**src/hdl/assert_macros.svh**
```systemverilog
// ----------------------------------------------------------------------------
// Assertion macros
// Shared assertion shorthands; every use samples on clk_i and is disabled
// while rst_ni is low.
// ----------------------------------------------------------------------------
`ifndef ASSERT_MACROS_SVH
`define ASSERT_MACROS_SVH

// A property that must hold at every sampled clock edge.
`define ASSERT_ALWAYS(name, prop, msg) \
  name: assert property (@(posedge clk_i) disable iff (!rst_ni) (prop)) else $error(msg);

// A condition that implies a consequence in the same cycle.
`define ASSERT_IMPLIES(name, ante, cons, msg) \
  name: assert property (@(posedge clk_i) disable iff (!rst_ni) (ante) |-> (cons)) \
    else $error(msg);

// A condition that implies a consequence in the next cycle.
`define ASSERT_NEXT(name, ante, cons, msg) \
  name: assert property (@(posedge clk_i) disable iff (!rst_ni) (ante) |=> (cons)) \
    else $error(msg);

`endif

```
**src/hdl/ffcq_pkg.sv**
```systemverilog
`timescale 1ns / 1ps
// ----------------------------------------------------------------------------
// First-fit capacity queue package
// Shared types, codes and defaults for the first-fit capacity queue.
// ----------------------------------------------------------------------------
package ffcq_pkg;

  // Default number of queue entries.
  localparam int QUEUE_DEPTH = 16;

  // Request action codes.
  typedef enum logic [1:0] {
    ACT_INSERT  = 2'd0,
    ACT_SERVICE = 2'd1,
    ACT_LIST    = 2'd2
  } action_e;

  // Result status codes.
  typedef enum logic [2:0] {
    STATUS_ACCEPTED = 3'd0,
    STATUS_FULL     = 3'd1,
    STATUS_SERVED   = 3'd2,
    STATUS_NONE     = 3'd3,
    STATUS_LISTED   = 3'd4,
    STATUS_EMPTY    = 3'd5
  } status_e;

  // Input item.
  typedef struct packed {
    logic [1:0]  action;
    logic [15:0] tag;
    logic [7:0]  request_size;
    logic [7:0]  capacity;
  } req_t;

  // Result item.
  typedef struct packed {
    status_e     status;
    logic [15:0] out_tag;
    logic [7:0]  out_size;
    logic [4:0]  position;
    logic [7:0]  capacity_left;
    logic        last;
  } rsp_t;

  // One stored queue entry.
  typedef struct packed {
    logic [15:0] tag;
    logic [7:0]  size;
  } entry_t;

  // Outcome of one fit check.
  typedef struct packed {
    logic       fits;
    logic [7:0] left;
  } fit_res_t;

endpackage

```
**src/hdl/ffcq_ram.sv**
```systemverilog
`timescale 1ns / 1ps
// ----------------------------------------------------------------------------
// Generic RAM
// Single write port and single read port with a registered read.
// ----------------------------------------------------------------------------
module ffcq_ram #(
  parameter int Width = 24,
  parameter int Depth = 16
) (
  input  logic                     clk_i,
  input  logic                     we_i,
  input  logic [$clog2(Depth)-1:0] waddr_i,
  input  logic [Width-1:0]         wdata_i,
  input  logic                     re_i,
  input  logic [$clog2(Depth)-1:0] raddr_i,
  output logic [Width-1:0]         rdata_o
);

  logic [Width-1:0] mem_q [Depth];
  logic [Width-1:0] rdata_q;

  // Write port.
  always_ff @(posedge clk_i) begin
    if (we_i) begin
      mem_q[waddr_i] <= wdata_i;
    end
  end

  // Read port; the data holds until the next read.
  always_ff @(posedge clk_i) begin
    if (re_i) begin
      rdata_q <= mem_q[raddr_i];
    end
  end

  assign rdata_o = rdata_q;

endmodule

```
**src/hdl/ffcq_fit_unit.sv**
```systemverilog
`timescale 1ns / 1ps
// ----------------------------------------------------------------------------
// Fit unit
// Shared subtract-and-compare that checks one entry size against the
// remaining capacity.
// ----------------------------------------------------------------------------
module ffcq_fit_unit (
  input  logic [7:0]         left_i,
  input  logic [7:0]         size_i,
  output ffcq_pkg::fit_res_t res_o
);

  logic [8:0] diff;

  // A borrow out of the subtraction means the entry does not fit.
  assign diff       = {1'b0, left_i} - {1'b0, size_i};
  assign res_o.fits = ~diff[8];
  assign res_o.left = diff[7:0];

endmodule

```
**src/hdl/first_fit_capacity_queue_unit.sv**
```systemverilog
`timescale 1ns / 1ps
// ----------------------------------------------------------------------------
// First-fit capacity queue
// Ordered request queue serviced first-fit against a granted capacity.
// ----------------------------------------------------------------------------
// Usage:
// Requests enter on in_i with in_valid_i/in_ready_o; results leave on out_o
// with out_valid_o/out_ready_i. A transfer happens when valid and ready are
// both high. Each request yields one or more results, the final one marked
// by out_o.last; action code 3 is dropped with no result.
// The block takes one request at a time and is ready only when idle.
// An insert, or a service or list of an empty queue, goes from its transfer
// into the holding register and then into the output register. A service or
// list walks the stored entries through one RAM read port and one shared fit
// unit, in a read state and then an evaluate state for each entry.
// Results pass through a one-deep holding register and an output register;
// while the receiver stalls, the walk pauses at the next entry that yields
// a result. The final result sits in the output register while the next
// request is accepted.
// Reset clears the entry count and all handshake state; RAM contents are
// not cleared and need not be, since only entries below the count are read.
// ----------------------------------------------------------------------------
module first_fit_capacity_queue_unit #(
  parameter int QueueDepth = ffcq_pkg::QUEUE_DEPTH
) (
  input  logic           clk_i,
  input  logic           rst_ni,
  input  logic           in_valid_i,
  output logic           in_ready_o,
  input  ffcq_pkg::req_t in_i,
  output logic           out_valid_o,
  input  logic           out_ready_i,
  output ffcq_pkg::rsp_t out_o
);

  `include "assert_macros.svh"

  localparam int AW = $clog2(QueueDepth);
  localparam int CW = $clog2(QueueDepth + 1);

  typedef enum logic [3:0] {
    ST_IDLE  = 4'b0001,
    ST_READ  = 4'b0010,
    ST_EVAL  = 4'b0100,
    ST_FLUSH = 4'b1000
  } state_e;

  state_e                  state_q, state_d;
  logic [CW-1:0]           count_q, count_d;
  logic [CW-1:0]           idx_q, idx_d;
  logic [CW-1:0]           idx_next;
  logic [CW-1:0]           keep_q, keep_d;
  logic [7:0]              left_q, left_d;
  logic [7:0]              cap_q, cap_d;
  logic                    list_q, list_d;
  logic                    served_q, served_d;
  logic                    pend_valid_q, pend_valid_d;
  ffcq_pkg::rsp_t          pend_q, pend_d;
  logic                    out_valid_q, out_valid_d;
  ffcq_pkg::rsp_t          out_q, out_d;
  logic                    out_free;
  logic                    emit;
  logic [31:0]             pos_wide;
  ffcq_pkg::rsp_t          walk_res;

  logic                    ram_we;
  logic [AW-1:0]           ram_waddr;
  ffcq_pkg::entry_t        ram_wdata;
  logic                    ram_re;
  ffcq_pkg::entry_t        ram_rdata;
  ffcq_pkg::fit_res_t      fit;

  // Entry storage.
  ffcq_ram #(
    .Width ($bits(ffcq_pkg::entry_t)),
    .Depth (QueueDepth)
  ) u_ram (
    .clk_i   (clk_i),
    .we_i    (ram_we),
    .waddr_i (ram_waddr),
    .wdata_i (ram_wdata),
    .re_i    (ram_re),
    .raddr_i (idx_q[AW-1:0]),
    .rdata_o (ram_rdata)
  );

  // Shared fit check against the remaining capacity.
  ffcq_fit_unit u_fit (
    .left_i (left_q),
    .size_i (ram_rdata.size),
    .res_o  (fit)
  );

  // Result produced by the entry currently under evaluation.
  assign idx_next = idx_q + CW'(1);
  assign pos_wide = 32'(idx_q) + 32'd1;
  assign emit     = list_q | fit.fits;
  assign out_free = ~out_valid_q | out_ready_i;

  always_comb begin
    walk_res               = '0;
    walk_res.status        = list_q ? ffcq_pkg::STATUS_LISTED : ffcq_pkg::STATUS_SERVED;
    walk_res.out_tag       = ram_rdata.tag;
    walk_res.out_size      = ram_rdata.size;
    walk_res.position      = list_q ? pos_wide[4:0] : 5'd0;
    walk_res.capacity_left = list_q ? 8'd0 : fit.left;
  end

  // Sequencer.
  always_comb begin
    state_d      = state_q;
    count_d      = count_q;
    idx_d        = idx_q;
    keep_d       = keep_q;
    left_d       = left_q;
    cap_d        = cap_q;
    list_d       = list_q;
    served_d     = served_q;
    pend_valid_d = pend_valid_q;
    pend_d       = pend_q;
    out_valid_d  = out_valid_q & ~out_ready_i;
    out_d        = out_q;
    ram_we       = 1'b0;
    ram_waddr    = count_q[AW-1:0];
    ram_wdata    = {in_i.tag, in_i.request_size};
    ram_re       = 1'b0;

    case (state_q)
      ST_IDLE: begin
        if (in_valid_i) begin
          case (in_i.action)
            ffcq_pkg::ACT_INSERT: begin
              pend_valid_d = 1'b1;
              pend_d       = '0;
              if (count_q < CW'(QueueDepth)) begin
                ram_we        = 1'b1;
                count_d       = count_q + CW'(1);
                pend_d.status = ffcq_pkg::STATUS_ACCEPTED;
              end else begin
                pend_d.status = ffcq_pkg::STATUS_FULL;
              end
              state_d = ST_FLUSH;
            end
            ffcq_pkg::ACT_SERVICE, ffcq_pkg::ACT_LIST: begin
              if (count_q == '0) begin
                pend_valid_d  = 1'b1;
                pend_d        = '0;
                pend_d.status = ffcq_pkg::STATUS_EMPTY;
                state_d       = ST_FLUSH;
              end else begin
                idx_d    = '0;
                keep_d   = '0;
                left_d   = in_i.capacity;
                cap_d    = in_i.capacity;
                list_d   = (in_i.action == ffcq_pkg::ACT_LIST);
                served_d = 1'b0;
                state_d  = ST_READ;
              end
            end
            default: begin
            end
          endcase
        end
      end

      ST_READ: begin
        ram_re  = 1'b1;
        state_d = ST_EVAL;
      end

      ST_EVAL: begin
        // Pause while a new result has nowhere to go.
        if (!(emit && pend_valid_q && !out_free)) begin
          if (emit && pend_valid_q) begin
            out_valid_d = 1'b1;
            out_d       = pend_q;
          end
          if (emit) begin
            pend_valid_d = 1'b1;
            pend_d       = walk_res;
          end
          // Service: consume fitting entries, compact the rest toward the head.
          if (!list_q) begin
            if (fit.fits) begin
              left_d   = fit.left;
              served_d = 1'b1;
            end else begin
              ram_we    = 1'b1;
              ram_waddr = keep_q[AW-1:0];
              ram_wdata = ram_rdata;
              keep_d    = keep_q + CW'(1);
            end
          end
          idx_d = idx_next;
          if (idx_next == count_q) begin
            state_d = ST_FLUSH;
            if (!list_q) begin
              count_d = keep_d;
              if (!fit.fits && !served_q) begin
                pend_valid_d         = 1'b1;
                pend_d               = '0;
                pend_d.status        = ffcq_pkg::STATUS_NONE;
                pend_d.capacity_left = cap_q;
              end
            end
          end else begin
            state_d = ST_READ;
          end
        end
      end

      ST_FLUSH: begin
        // Final result of the request goes out marked last.
        if (out_free) begin
          out_valid_d  = 1'b1;
          out_d        = pend_q;
          out_d.last   = 1'b1;
          pend_valid_d = 1'b0;
          state_d      = ST_IDLE;
        end
      end

      default: begin
        state_d = ST_IDLE;
      end
    endcase
  end

  // Control registers.
  always_ff @(posedge clk_i or negedge rst_ni) begin
    if (!rst_ni) begin
      state_q      <= ST_IDLE;
      count_q      <= '0;
      idx_q        <= '0;
      keep_q       <= '0;
      list_q       <= 1'b0;
      served_q     <= 1'b0;
      pend_valid_q <= 1'b0;
      out_valid_q  <= 1'b0;
    end else begin
      state_q      <= state_d;
      count_q      <= count_d;
      idx_q        <= idx_d;
      keep_q       <= keep_d;
      list_q       <= list_d;
      served_q     <= served_d;
      pend_valid_q <= pend_valid_d;
      out_valid_q  <= out_valid_d;
    end
  end

  // Payload registers.
  always_ff @(posedge clk_i) begin
    left_q <= left_d;
    cap_q  <= cap_d;
    pend_q <= pend_d;
    out_q  <= out_d;
  end

  assign in_ready_o  = (state_q == ST_IDLE);
  assign out_valid_o = out_valid_q;
  assign out_o       = out_q;

  // Checks.
  `ASSERT_ALWAYS(a_count_bound, count_q <= CW'(QueueDepth), "entry count exceeds queue depth")
  `ASSERT_IMPLIES(a_idle_no_pend, in_ready_o, !pend_valid_q, "holding register busy while idle")
  `ASSERT_IMPLIES(a_flush_has_pend, state_q == ST_FLUSH, pend_valid_q, "flush without a result")
  `ASSERT_NEXT(a_flush_last, (state_q == ST_FLUSH) && (state_d == ST_IDLE),
               out_valid_q && out_q.last, "final result not marked last")

endmodule
```
**config.mk**
```make
export PLATFORM = sky130hd
export DESIGN_NAME = first_fit_capacity_queue_unit
export DESIGN_NICKNAME = d
export VERILOG_FILES = /design/src/hdl/ffcq_pkg.sv /design/src/hdl/ffcq_ram.sv /design/src/hdl/ffcq_fit_unit.sv /design/src/hdl/first_fit_capacity_queue_unit.sv
export VERILOG_INCLUDE_DIRS = /design/src /design/src/hdl
export SDC_FILE = /design/constraint.sdc
export NUM_CORES = 1
export LEC_CHECK = 0
export BUFFER_PORTS_ARGS = -buffer_cell sky130_fd_sc_hd__buf_2
export CORE_UTILIZATION = 60
export CTS_CLUSTER_DIAMETER = 30
export DETAILED_ROUTE_END_ITERATION = 8
export PLACE_DENSITY = 0.78
export SLEW_MARGIN = 10
export SYNTH_ARGS = -nofsm -noshare
export SYNTH_HDL_FRONTEND = slang
export SYNTH_SLANG_ARGS = --single-unit
```
**constraint.sdc**
```tcl
create_clock -name clk_i -period 10.47 [get_ports clk_i]
set_input_delay 1.5705 -clock clk_i [delete_from_list [all_inputs] [get_ports clk_i]]
set_output_delay 1.5705 -clock clk_i [all_outputs]
set_load 0.01 [all_outputs]
```
==> results.md <==
- Worst reg-to-reg setup slack: 5890 ps
- Worst-path clk slew: roughly 60 ps
- Critical path cell sequence: nand3_1 > nand2_1 > o2111ai_4 > nor3_2 > a21o_1 > a21oi_1
- Cell Area, Synth: around 21,000 um^2
- Die area: 36,200 um^2
- Drt pass-1 iters: 8
- Worst Path Max Fanout: 29
- Post-synthesis mux area share: 13.2%
- Crit. End Element: flop
- CP bufs+invs: 0
- Final Max Slew Viols: 0
- Met1 Usage GRT: 41.1%
- Worst VDD drop: 0.187 mV
- Crit path required time: 10,780 ps
- Sum Neg Setup Slack: 0 ps
- Syn_area_per_cell: about 18 um^2
- End of the worst hold path: out_o[31]
- RD Place Congestion: 0.946
- Initial Util: 61.3%
- Status: finished clean
- Worst path arrival time: 4890 ps
- Worst skew pair latency: 630 ps
- Worst R2R Path Depth: 6
- Ys Warns: 0
- WS Path Type: flop to flop
- Vias per cell: 6.79
- Synth Area in XOR/XNOR: 0.700%
- HP Start: pend_q[31]
- Vias in the first global route: around 13,000
- Most common cell after layout, fill and taps aside: edfxtp_1
- Fin crit share: 43.8%
- Setup repair bufs after CTS: 0
- H-tree depth: 3
- Power per cell area: 253 nW/um^2
- Initial drt markers: roughly 1,700
- Commonest non-fill, non-tap cells in the layout: edfxtp_1, nand2_1, mux4_2, clkbuf_16, buf_2
- Min-Delay Path Class: flop to flop
- Max-Cap Viols: 0
- Syn-to-layout area delta: 20.3%
- EDFF count, synth: 506
- Grt met2 use: 50.3%
- Ys async rst share: about 4.3%
- #FFs+latches synth: roughly 530
- Adder-Cell Fraction of Synth Area: 0.917%
- Global-route wire length before repair: approximately 80 mm
- Die H: 190 um
- Worst Skew: 30.4 ps
- HPWL Detailed: 27.5 mm
- # DRC: 0
- Post-Synth Simple-Gate Area: a little under 5%
- Mapped Cells: 1,155
- Chip width: between 150 and 200 um
- Pin count of the biggest net entering global routing: 74
- Largest family of logic cells by synthesized area: multiplexers
- GRT Max-Usage Layer: met2
- CTS sink cnt: ~530
- Slowest CP cell: dfrtp_2
- Final min period: 4580 ps
- Largest delay share family, worst path: simple AND/OR/NAND/NOR gates
- Worst Setup SP: idx_q[2]
- Leak: 0.00860 uW
- DR vias: 12,500
- R2R Path Start: idx_q[2]
- Hold Vio Cnt, Final: 0
- Post-Layout Cell Count: 1,842
- Clock Tree Buf Depth: 3
- Compound-cell area share of the yosys netlist: 4.34%
- GRT Total Usage: 31.6%
- Unique masters post-synth: 66
- Crit path launch type: flop
- Post-synthesis sequential area ratio: 74.1%
- Num ports: between 80 and 90
- Slew HR: 20.4%
- Post-cts hold buffer count: 0
- Initial antenna violation count: 1
- Primary FF master, synth: edfxtp_1
- Total gr overflow: 0
- # port buffers: 80
- Hold Crit Depth: 0
- Core area: 34,700 um^2
- Detail Route Antenna Nets: 0
- Post-Route WL: 55.4 mm
- Count of standard-cell rows: 68
- Tightest Pin Transition: 1190 ps
- R2R Path End: pend_q[15]
- Fmax: 218 MHz
- PostCTS Resize Cnt: 0
- Antenna Cells: 0
- CTS Buf Count: 94
- Dpl cells: between 1,500 and 2,000
- Nets@finish: 1,360
- CTS tree: done
- RSZ-0062 raised after global routing: no
- GRT met3 Usage: 7.78%
- Final setup fails: 0
- Fraction of layout cells with a size suffix above 1: around 31%
- Biggest cell delay along the critical path: 1150 ps
- Syn_nets: between 1,000 and 1,500
- Root Driver: clkbuf_16
- WL/cell: around 30 um
==> stage by stage <==
stage | total power, uW | hold slack (ps) | utilization (%) | cell area, um^2 | setup slack [ps]
floorplan | 3100 | 421 | - | 21300 | 5690
global placement | 3300 | 434 | 64.3 | 22300 | 6040
detailed placement | 3320 | 438 | 64.3 | 22300 | 5900
CTS | 6480 | 456 | 73.8 | 25600 | 5980
global route | 6640 | 468 | 73.8 | 25600 | 5650
finish | 6480 | 457 | 73.8 | 25600 | 5890
==> cell usage after synthesis, types with 4 or more instances <==
| master | count | area share, % |
|---|---|---|
| buf_1 | 9 | 0.16 |
| and3_1 | 4 | 0.12 |
| nor2_1 | 42 | 0.74 |
| buf_4 | 4 | 0.14 |
| mux2i_1 | 8 | 0.38 |
| nand2_1 | 142 | 2.5 |
| o21ai_0 | 38 | 0.89 |
| a31oi_1 | 10 | 0.29 |
| inv_1 | 24 | 0.42 |
| xnor2_1 | 7 | 0.29 |
| buf_2 | 19 | 0.45 |
| dfrtp_1 | 22 | 2.6 |
| ha_1 | 14 | 0.82 |
| mux4_2 | 117 | 12 |
| and2_1 | 4 | 0.12 |
| a21oi_1 | 43 | 1.0 |
| nand3_1 | 12 | 0.28 |
| clkbuf_1 | 23 | 0.41 |
| edfxtp_1 | 506 | 71 |
| a21boi_0 | 4 | 0.14 |
| o31ai_1 | 4 | 0.14 |
| nor3_1 | 11 | 0.26 |
| a211oi_1 | 6 | 0.21 |
| nand2b_1 | 8 | 0.24 |
| xor2_1 | 10 | 0.41 |
==> cell families (layout without fill, tap and decap cells) <==
logic type	after synthesis	after routing
AOI/OAI and AO/OA	141	141
xor gates and xnor gates	17	17
adders and majority gates	15	15
buffers and inverters	83	315
DFF	529	529
muxes	130	130
and+or+nand+nor	240	240
==> worst max path at each step <==
stage	to	slack, ps	cells past startpoint
floorplan	pend_q[0]	5690	6
global placement	left_q[5]	6040	7
detailed placement	left_q[3]	5900	7
CTS	pend_q[27]	5980	6
global route	pend_q[25]	5650	6
finish	pend_q[15]	5890	6
==> metal layers <==
| metal | share of wire (%) | routed length (um) |
|---|---|---|
| met1 | 35 | 19400 |
| met2 | 49 | 27100 |
| met3 | 12 | 6410 |
| met4 | 4.5 | 2520 |
| met5 | 0.020 | 11 |
==> state kept, by name, indices dropped and copies added, names as in the netlist <==
| signal | count |
|---|---|
| u_ram.rdata_o | 24 |
| pend_q | 41 |
| served_q | 1 |
| list_q | 1 |
| count_q | 5 |
| idx_q | 5 |
| u_ram.mem_q | 384 |
| cap_q | 8 |
| out_valid_o | 1 |
| left_q | 8 |
| out_o | 41 |
| state_q | 4 |
| keep_q | 5 |
| pend_valid_q | 1 |
==> power by group <==
group	total, uW	internal [uW]	leakage, uW	switching, uW
Clock	3150	2020	0.00159	1130
Combinational	762	292	0.00216	470
Sequential	2570	2480	0.00486	87.4
Total	6480	4790	0.00860	1690
==> cell type report <==
class,count,area [um^2]
clock buffer,104,2420
clock inverter,72,875
fill,1845,9100
inverter,24,90.1
multi-input combinational,543,5210
sequential,529,15800
tap,455,569
timing repair buffer,115,663
(Power assumes the default switching activity.)
